## config.mk

```make
export PLATFORM = sky130hd
export DESIGN_NAME = integer_to_radix_digit_stream
export DESIGN_NICKNAME = d
export VERILOG_FILES = /design/src/rtl/core/itrds_pkg.sv /design/src/rtl/core/integer_to_radix_digit_stream.sv /design/src/rtl/core/itrds_fifo.sv /design/src/rtl/core/itrds_front.sv /design/src/rtl/core/itrds_back.sv
export SDC_FILE = /design/constraint.sdc
export NUM_CORES = 2
export LEC_CHECK = 0
export ABC_CLOCK_PERIOD_IN_PS = 25500
export BUFFER_PORTS_ARGS = -buffer_cell sky130_fd_sc_hd__buf_2
export CORE_MARGIN = 4
export CORE_UTILIZATION = 45
export CTS_CLUSTER_DIAMETER = 30
export DETAILED_ROUTE_END_ITERATION = 10
export SYNTH_ARGS = -nofsm -noshare
export SYNTH_HDL_FRONTEND = slang
export SYNTH_SLANG_ARGS = --single-unit
export TNS_END_PERCENT = 100
```

## constraint.sdc

```tcl
create_clock -name clk_i -period 25.5 [get_ports clk_i]
set_input_delay 1.275 -clock clk_i [delete_from_list [all_inputs] [get_ports clk_i]]
set_output_delay 1.275 -clock clk_i [all_outputs]
set_load 0.005 [all_outputs]
```

## src/rtl/core/itrds_pkg.sv

```systemverilog
`default_nettype none

package itrds_pkg;

  // Register capacity of the alphabet and the largest radix accepted
  localparam int NumSyms   = 16;
  localparam int MaxBase   = 16;
  localparam int MinBase   = 2;
  localparam int SymW      = 8;
  localparam int AlphaW    = NumSyms * SymW;
  localparam int BaseW     = 5;
  localparam int RemW      = 4;
  localparam int ValueW    = 32;

  // Divider works one 8-bit slice of the dividend per cycle
  localparam int SliceW        = 8;
  localparam int StepsPerDigit = ValueW / SliceW;
  localparam int StepW         = $clog2(StepsPerDigit);

  localparam int MaxDigits = ValueW;
  localparam int DigIdxW   = $clog2(MaxDigits);
  localparam int DigCntW   = DigIdxW + 1;

  localparam int QueueDepth = 2;
  localparam int QPtrW      = $clog2(QueueDepth);
  localparam int QCntW      = QPtrW + 1;

  localparam logic [SymW-1:0] PlusChar  = 8'h2B;
  localparam logic [SymW-1:0] MinusChar = 8'h2D;
  localparam logic [SymW-1:0] SymLow    = 8'd32;
  localparam logic [SymW-1:0] SymHigh   = 8'd126;

  localparam int CfgIdxW = 2;
  localparam logic [CfgIdxW-1:0] CfgBaseLen   = 2'd0;
  localparam logic [CfgIdxW-1:0] CfgAlphaLow  = 2'd1;
  localparam logic [CfgIdxW-1:0] CfgAlphaHigh = 2'd2;

  typedef struct packed {
    logic [BaseW-1:0]  base;
    logic [AlphaW-1:0] alphabet;
  } cfg_t;

  typedef struct packed {
    logic              neg;
    logic [ValueW-1:0] mag;
  } q_entry_t;

  // Eight restoring-division steps on one slice; returns {remainder, quotient slice}
  function automatic logic [RemW+SliceW-1:0] div_slice(logic [RemW-1:0]   rem,
                                                       logic [SliceW-1:0] slice,
                                                       logic [BaseW-1:0]  base);
    logic [RemW:0]     t;
    logic [RemW-1:0]   r;
    logic [SliceW-1:0] q;
    r = rem;
    q = '0;
    for (int k = SliceW - 1; k >= 0; k--) begin
      t = {r, slice[k]};
      if (t >= base) begin
        t    = t - base;
        q[k] = 1'b1;
      end
      r = t[RemW-1:0];
    end
    return {r, q};
  endfunction

endpackage

`default_nettype wire

```

## src/rtl/core/integer_to_radix_digit_stream.sv

```systemverilog
// Integer to radix text converter.
// Input channel (in_valid_i/in_ready_o, value_i): one signed 32-bit value per item.
// Output channel (out_valid_o/out_ready_i, character_o, last_o): one character per
// item, most significant digit first, '-' first for negative values, last_o set on
// the final character of each value. An invalid alphabet swallows values silently.
// Configuration: write cfg_data_i to register cfg_idx_i when cfg_we_i is high;
// 0 radix (5 bits), 1 symbols 0..7, 2 symbols 8..15 (symbol 0 in the low byte).
// Write only while the block is idle.
// Timing: an item passes through the input stage and the queue, then the divider
// (one 8-bit slice of the dividend per cycle through the shared divider), then one
// character per cycle while the receiver is ready, sign included. The next value
// enters the divider only after the last character of the current one. The front
// holds up to three values ahead.
// Reset clears the registers (radix 0: no output until configured) and drops all
// items in flight. When the receiver stalls, the current character is held in the
// output register and the converter waits; the input side keeps taking items
// until its queue fills.
`default_nettype none

module integer_to_radix_digit_stream import itrds_pkg::*; (
  input  wire logic               clk_i,
  input  wire logic               rst_ni,
  input  wire logic               cfg_we_i,
  input  wire logic [CfgIdxW-1:0] cfg_idx_i,
  input  wire logic [63:0]        cfg_data_i,
  input  wire logic               in_valid_i,
  output logic                    in_ready_o,
  input  wire logic signed [31:0] value_i,
  output logic                    out_valid_o,
  input  wire logic               out_ready_i,
  output logic [7:0]              character_o,
  output logic                    last_o
);

  cfg_t     cfg;
  logic     push;
  q_entry_t push_data;
  logic     full;
  logic     pop;
  logic     q_valid;
  q_entry_t q_data;

  itrds_front u_front (
    .clk_i       (clk_i),
    .rst_ni      (rst_ni),
    .cfg_we_i    (cfg_we_i),
    .cfg_idx_i   (cfg_idx_i),
    .cfg_data_i  (cfg_data_i),
    .in_valid_i  (in_valid_i),
    .in_ready_o  (in_ready_o),
    .value_i     (value_i),
    .cfg_o       (cfg),
    .push_o      (push),
    .push_data_o (push_data),
    .full_i      (full)
  );

  itrds_fifo u_fifo (
    .clk_i       (clk_i),
    .rst_ni      (rst_ni),
    .push_i      (push),
    .push_data_i (push_data),
    .full_o      (full),
    .pop_i       (pop),
    .valid_o     (q_valid),
    .pop_data_o  (q_data)
  );

  itrds_back u_back (
    .clk_i       (clk_i),
    .rst_ni      (rst_ni),
    .cfg_i       (cfg),
    .valid_i     (q_valid),
    .data_i      (q_data),
    .pop_o       (pop),
    .out_valid_o (out_valid_o),
    .out_ready_i (out_ready_i),
    .character_o (character_o),
    .last_o      (last_o)
  );

endmodule

`default_nettype wire

```

## src/rtl/core/itrds_fifo.sv

```systemverilog
`default_nettype none

module itrds_fifo import itrds_pkg::*; (
  input  wire logic     clk_i,
  input  wire logic     rst_ni,
  input  wire logic     push_i,
  input  wire q_entry_t push_data_i,
  output logic          full_o,
  input  wire logic     pop_i,
  output logic          valid_o,
  output q_entry_t      pop_data_o
);

  q_entry_t         mem_q [QueueDepth];
  logic [QPtrW-1:0] wr_ptr_q;
  logic [QPtrW-1:0] rd_ptr_q;
  logic [QCntW-1:0] cnt_q;
  logic             do_push;
  logic             do_pop;

  assign full_o     = (cnt_q == QCntW'(QueueDepth));
  assign valid_o    = (cnt_q != '0);
  assign pop_data_o = mem_q[rd_ptr_q];
  assign do_push    = push_i && !full_o;
  assign do_pop     = pop_i && valid_o;

  always_ff @(posedge clk_i or negedge rst_ni) begin
    if (!rst_ni) begin
      wr_ptr_q <= '0;
      rd_ptr_q <= '0;
      cnt_q    <= '0;
    end else begin
      if (do_push) begin
        wr_ptr_q <= wr_ptr_q + QPtrW'(1);
      end
      if (do_pop) begin
        rd_ptr_q <= rd_ptr_q + QPtrW'(1);
      end
      if (do_push && !do_pop) begin
        cnt_q <= cnt_q + QCntW'(1);
      end else if (do_pop && !do_push) begin
        cnt_q <= cnt_q - QCntW'(1);
      end
    end
  end

  always_ff @(posedge clk_i) begin
    if (do_push) begin
      mem_q[wr_ptr_q] <= push_data_i;
    end
  end

endmodule

`default_nettype wire

```

## src/rtl/core/itrds_front.sv

```systemverilog
`default_nettype none

module itrds_front import itrds_pkg::*; (
  input  wire logic               clk_i,
  input  wire logic               rst_ni,
  input  wire logic               cfg_we_i,
  input  wire logic [CfgIdxW-1:0] cfg_idx_i,
  input  wire logic [63:0]        cfg_data_i,
  input  wire logic               in_valid_i,
  output logic                    in_ready_o,
  input  wire logic [ValueW-1:0]  value_i,
  output cfg_t                    cfg_o,
  output logic                    push_o,
  output q_entry_t                push_data_o,
  input  wire logic               full_i
);

  logic [BaseW-1:0]  base_q;
  logic [63:0]       alpha_lo_q;
  logic [63:0]       alpha_hi_q;
  logic [AlphaW-1:0] alpha;
  logic [SymW-1:0]   sym [NumSyms];
  logic              ok_d;
  logic              ok_q;
  logic              st_valid_q;
  logic [ValueW-1:0] st_value_q;
  logic              advance;

  always_ff @(posedge clk_i or negedge rst_ni) begin
    if (!rst_ni) begin
      base_q     <= '0;
      alpha_lo_q <= '0;
      alpha_hi_q <= '0;
    end else if (cfg_we_i) begin
      unique case (cfg_idx_i)
        CfgBaseLen:   base_q     <= cfg_data_i[BaseW-1:0];
        CfgAlphaLow:  alpha_lo_q <= cfg_data_i;
        CfgAlphaHigh: alpha_hi_q <= cfg_data_i;
        default:      ;
      endcase
    end
  end

  assign alpha = {alpha_hi_q, alpha_lo_q};

  // Alphabet check: range, no sign characters, no repeats among the symbols in use
  always_comb begin
    for (int i = 0; i < NumSyms; i++) begin
      sym[i] = alpha[i*SymW +: SymW];
    end
    ok_d = (base_q >= BaseW'(MinBase)) && (base_q <= BaseW'(MaxBase));
    for (int i = 0; i < NumSyms; i++) begin
      if (BaseW'(i) < base_q) begin
        if (sym[i] == PlusChar || sym[i] == MinusChar ||
            sym[i] < SymLow || sym[i] > SymHigh) begin
          ok_d = 1'b0;
        end
        for (int j = i + 1; j < NumSyms; j++) begin
          if (BaseW'(j) < base_q && sym[j] == sym[i]) begin
            ok_d = 1'b0;
          end
        end
      end
    end
  end

  // Items wait in the stage, where the registered check result decides push or drop
  assign advance     = !st_valid_q || !ok_q || !full_i;
  assign in_ready_o  = advance;
  assign push_o      = st_valid_q && ok_q && !full_i;
  assign push_data_o.neg = st_value_q[ValueW-1];
  assign push_data_o.mag = st_value_q[ValueW-1] ? (ValueW'(0) - st_value_q) : st_value_q;
  assign cfg_o.base      = base_q;
  assign cfg_o.alphabet  = alpha;

  always_ff @(posedge clk_i or negedge rst_ni) begin
    if (!rst_ni) begin
      ok_q       <= 1'b0;
      st_valid_q <= 1'b0;
    end else begin
      ok_q <= ok_d;
      if (advance) begin
        st_valid_q <= in_valid_i;
      end
    end
  end

  always_ff @(posedge clk_i) begin
    if (advance) begin
      st_value_q <= value_i;
    end
  end

endmodule

`default_nettype wire

```

## src/rtl/core/itrds_back.sv

```systemverilog
`default_nettype none

module itrds_back import itrds_pkg::*; (
  input  wire logic     clk_i,
  input  wire logic     rst_ni,
  input  wire cfg_t     cfg_i,
  input  wire logic     valid_i,
  input  wire q_entry_t data_i,
  output logic          pop_o,
  output logic          out_valid_o,
  input  wire logic     out_ready_i,
  output logic [7:0]    character_o,
  output logic          last_o
);

  localparam logic [1:0] SIdle = 2'd0;
  localparam logic [1:0] SDiv  = 2'd1;
  localparam logic [1:0] SEmit = 2'd2;

  logic [1:0]         state_q, state_d;
  logic [ValueW-1:0]  w_q, w_d;
  logic [RemW-1:0]    rem_q, rem_d;
  logic [StepW-1:0]   step_q, step_d;
  logic               sign_q, sign_d;
  logic [DigCntW-1:0] nd_q, nd_d;
  logic               out_valid_q, out_valid_d;
  logic [SymW-1:0]    char_q, char_d;
  logic               last_q, last_d;
  logic [RemW-1:0]    stack_q [MaxDigits];
  logic [RemW+SliceW-1:0] div_res;
  logic               push_digit;
  logic [DigIdxW-1:0] top_idx;
  logic [RemW-1:0]    top_digit;
  logic               load_out;

  assign div_res   = div_slice(rem_q, w_q[ValueW-1 -: SliceW], cfg_i.base);
  assign top_idx   = DigIdxW'(nd_q - DigCntW'(1));
  assign top_digit = stack_q[top_idx];
  assign load_out  = !out_valid_q || out_ready_i;
  assign pop_o     = (state_q == SIdle) && valid_i;

  always_comb begin
    state_d     = state_q;
    w_d         = w_q;
    rem_d       = rem_q;
    step_d      = step_q;
    sign_d      = sign_q;
    nd_d        = nd_q;
    out_valid_d = out_valid_q && !out_ready_i;
    char_d      = char_q;
    last_d      = last_q;
    push_digit  = 1'b0;
    unique case (state_q)
      SIdle: begin
        if (valid_i) begin
          w_d     = data_i.mag;
          sign_d  = data_i.neg;
          rem_d   = '0;
          step_d  = '0;
          nd_d    = '0;
          state_d = SDiv;
        end
      end
      SDiv: begin
        // Digits come out least significant first onto the stack
        w_d    = {w_q[ValueW-SliceW-1:0], div_res[SliceW-1:0]};
        rem_d  = div_res[RemW+SliceW-1:SliceW];
        step_d = step_q + StepW'(1);
        if (step_q == StepW'(StepsPerDigit - 1)) begin
          push_digit = 1'b1;
          nd_d       = nd_q + DigCntW'(1);
          rem_d      = '0;
          if (w_d == '0) begin
            state_d = SEmit;
          end
        end
      end
      SEmit: begin
        if (load_out) begin
          out_valid_d = 1'b1;
          if (sign_q) begin
            char_d = MinusChar;
            last_d = 1'b0;
            sign_d = 1'b0;
          end else begin
            char_d = cfg_i.alphabet[{top_digit, 3'b000} +: SymW];
            last_d = (nd_q == DigCntW'(1));
            nd_d   = nd_q - DigCntW'(1);
            if (nd_q == DigCntW'(1)) begin
              state_d = SIdle;
            end
          end
        end
      end
      default: state_d = SIdle;
    endcase
  end

  always_ff @(posedge clk_i or negedge rst_ni) begin
    if (!rst_ni) begin
      state_q     <= SIdle;
      out_valid_q <= 1'b0;
      step_q      <= '0;
      nd_q        <= '0;
      sign_q      <= 1'b0;
    end else begin
      state_q     <= state_d;
      out_valid_q <= out_valid_d;
      step_q      <= step_d;
      nd_q        <= nd_d;
      sign_q      <= sign_d;
    end
  end

  always_ff @(posedge clk_i) begin
    w_q    <= w_d;
    rem_q  <= rem_d;
    char_q <= char_d;
    last_q <= last_d;
    if (push_digit) begin
      stack_q[nd_q[DigIdxW-1:0]] <= rem_d == '0 ? div_res[RemW+SliceW-1:SliceW] : rem_d;
    end
  end

  assign out_valid_o = out_valid_q;
  assign character_o = char_q;
  assign last_o      = last_q;

endmodule

`default_nettype wire

```

==> results.toml <==
[clock_tree]
cts.path.max_buffers = 3
root_buffer = "clkbuf_16"
htreeDepth = 3
insertion_delay_ns = 0.68
holdBufCountCts = 0
post_cts_buffers = 0
clk_pin_slew_ns = 0.05
tritoncts = "done"
ctsResizeCount = 0
clkSinkCount = 422
cts_made_buffers = 90

[yosys]
synth_fa_ha_area_share_pct = 2.48
netlist_instances = 3151
synth_area_per_cell_um2 = 10.4
syn_nets = 3314
syn_area_mm2 = 0.0327
yosys.area_share.xor_xnor_pct = 27.3
synthFlopType = "edfxtp_1"
synth.distinct_cells = 89
ys_seq_area_share_pct = 36.4
synth-compound-area-share_pct = 6.36
ys_ff_latch = 422
yosys.area_share.simple_pct = 11.4
synth_mux_area_share_pct = 10.7
ys.warnings.count = 0
synth_top_family_by_area = "XOR/XNOR gates"
synth_edf_count = 267
synth-async-reset-ratio_pct = 35.8

[die]
fp.dieH_um = 277
rows = 98
io_pins = 114
die_w_um = 277
dieArea_mm2 = 0.0770
core_mm2 = 0.0717
start_util_pct = 45.5

[drt]
first_pass_iters = 6
remaining_drc_errors = 0
wire_per_inst_um = 27.0
wl_mm = 113
viasPerCell = 6.22
vias = 26000
drtIter0Drc = 2821
antenna_left = 0

[grt]
grt_pass1_vias = 26473
grt_overflow = 0
grt_pass1_wl_mm = 168
grt_max_degree = 88
grt.total_usage_pct = 28.5
antenna_found_initial = 2

[sta]
slew_headroom_pct = 7.39
period_share_pct = 56.9
tightest_slew_ns = 1.37
drv_slew = 0
final-setup-viol-count = 0
fin_crit_ns = 14.51
rsz0062_at_grt = "no"
tns_ns = 0
skew_ns = 0.0602
hold_violations = 0
max_freq_ghz = 0.0689

[placement]
io_buffers = 113
gp_congestion = 1.00
hpwl_mm = 72.7

[critical_path]
slowest_delay_ns = 0.88
path_max_fanout = 32
end_kind = "register"
cp.required_ns = 25.81
slowest_stage = "a22o_1"
cp-start-kind = "register"
cpMostUsedCell = "a21o_1"
path_class = "register to register"
crit_arrival_ns = 14.82

[status]
outcome = "completed"

[cells_and_area]
final.fill_count = 6402
drive_gt1_share_pct = 18.9
final_nets = 3319
area_delta_synth_final_pct = 13.0

[run]
drv_cap = 0

[worst_hold_path]
min-delay-path-class = "register to register"
[Yosys cell counts (all sizes together) (9+ instances only)]
cell type  number  area [um2]
xnor2         737        6450
xor2          279        2470
buf           278        1410
edfxtp        267        8020
nand4         179        1130
mux2          155        1750
dfrtp         151        3780
nand2         111         417
nor2          106         410
nor4          102         638
o21ai          98         490
mux2i          94         945
nor3           67         335
nand3          54         275
a21oi          53         273
ha             52         651
clkbuf         51         191
mux4           36         815
a21o           33         248
inv            33         124
a31oi          29         181
o22ai          19         125
nand2b         17         106
o31ai          17         146
or3            11        68.8
nor2b          10        62.6
a22o            9        78.8
o311ai          9        86.3
[cells in the final DEF, fill, tap and decap left out, types with 15 or more instances in the layout]
| master | count |
|---|---|
| xnor2_1 | 737 |
| xor2_1 | 277 |
| edfxtp_1 | 267 |
| nand4_1 | 178 |
| mux2_2 | 152 |
| dfrtp_1 | 149 |
| buf_4 | 129 |
| buf_2 | 112 |
| nand2_1 | 111 |
| nor2_1 | 103 |
| nor4_1 | 102 |
| mux2i_1 | 93 |
| clkbuf_16 | 90 |
| o21ai_0 | 85 |
| nor3_1 | 66 |
| nand3_1 | 53 |
| a21oi_1 | 51 |
| ha_1 | 50 |
| mux4_2 | 35 |
| a21o_1 | 33 |
| inv_1 | 32 |
| a31oi_1 | 29 |
| o22ai_1 | 18 |
| nand2b_1 | 17 |
| o31ai_1 | 15 |
| clkbuf_1 | 15 |
[worst max-delay path, delay by kind of cell (launching register included)]
kind | cells | cell delay [ns]
buf+inv | 1 | 0.48
compound gates | 32 | 7.70
fa+ha+maj | 8 | 2.59
flops | 1 | 0.53
simple gates | 6 | 0.74
mux | 6 | 2.12
[stage by stage]
stage	setup slack [ns]	cell area [um2]	util [%]	hold slack, ns	instances
after floorplan	12.15	32700	-	0.456	3151
after global placement	11.58	33800	47.1	0.480	4014
after detailed placement	10.96	33800	47.1	0.495	4014
after CTS	10.96	36900	51.5	0.505	4179
after global routing	9.99	36900	51.5	0.523	4179
final	10.99	36900	51.5	0.499	4180
[final timing paths]
check	slack (ns)	cells past startpoint	start	endpoint
worst max-delay path	10.99	53	u_front.base_q[1]	u_back.stack_q[31][3]
worst min-delay path	0.50	1	u_back.step_q[1]	u_back.step_q[1]
worst max register to register	10.99	53	u_front.base_q[1]	u_back.stack_q[31][3]
worst min register to register	0.50	1	u_back.step_q[1]	u_back.step_q[1]
max in group asynchronous	23.39	2	rst_ni	u_fifo.rd_ptr_q
min in group asynchronous	0.65	1	rst_ni	u_front.alpha_lo_q[28]
[area by class of cell]
class                           count  area [um2]  share of cell area (%)
Multi-Input combinational cell   2366       19100                    51.7
Clock buffer                      113        2420                    6.55
Tap cell                          950        1190                    3.22
Clock inverter                     52         691                    1.87
Timing Repair Buffer              242        1540                    4.17
Inverter                           34         128                   0.346
Antenna cell                        1        2.50                 0.00678
Sequential cell                   422       11900                    32.2
[metal layers]
metal | share of wire, % | wire length [um] | GRT usage (%) | vias to the layer above
li1 | - | - | - | 11133
met1 | 38 | 43300 | 36.1 | 12739
met2 | 45 | 50500 | 44.6 | 1571
met3 | 9.6 | 10800 | 6.13 | 555
met4 | 7.2 | 8120 | 17.5 | 2
met5 | 0.014 | 16 | 0 | -
[sequential cells by signal, summed over array words and instances (netlist names), 4 cells and up]
signal and flops:
u_back.rem_q 4, u_front.alpha_hi_q 64, u_back.character_o 8, u_back.stack_q 128
u_front.alpha_lo_q 64, u_back.w_q 32, u_front.base_q 5, u_back.nd_q 6
u_fifo.mem_q 66, u_front.st_value_q 32
[cell families (layout without fill, tap and decap cells)]
group / after synthesis / in the layout
compound gates: 312 / 312
xor+xnor: 1016 / 1016
fa+ha+maj: 60 / 60
buf+inv: 363 / 441
flops: 422 / 422
mux: 285 / 285
other cells: 0 / 1
simple gates: 693 / 693
Power is left out: the tool's default activity adds up to more than one toggle a clock period on the data nets, which glitch-free logic cannot reach.
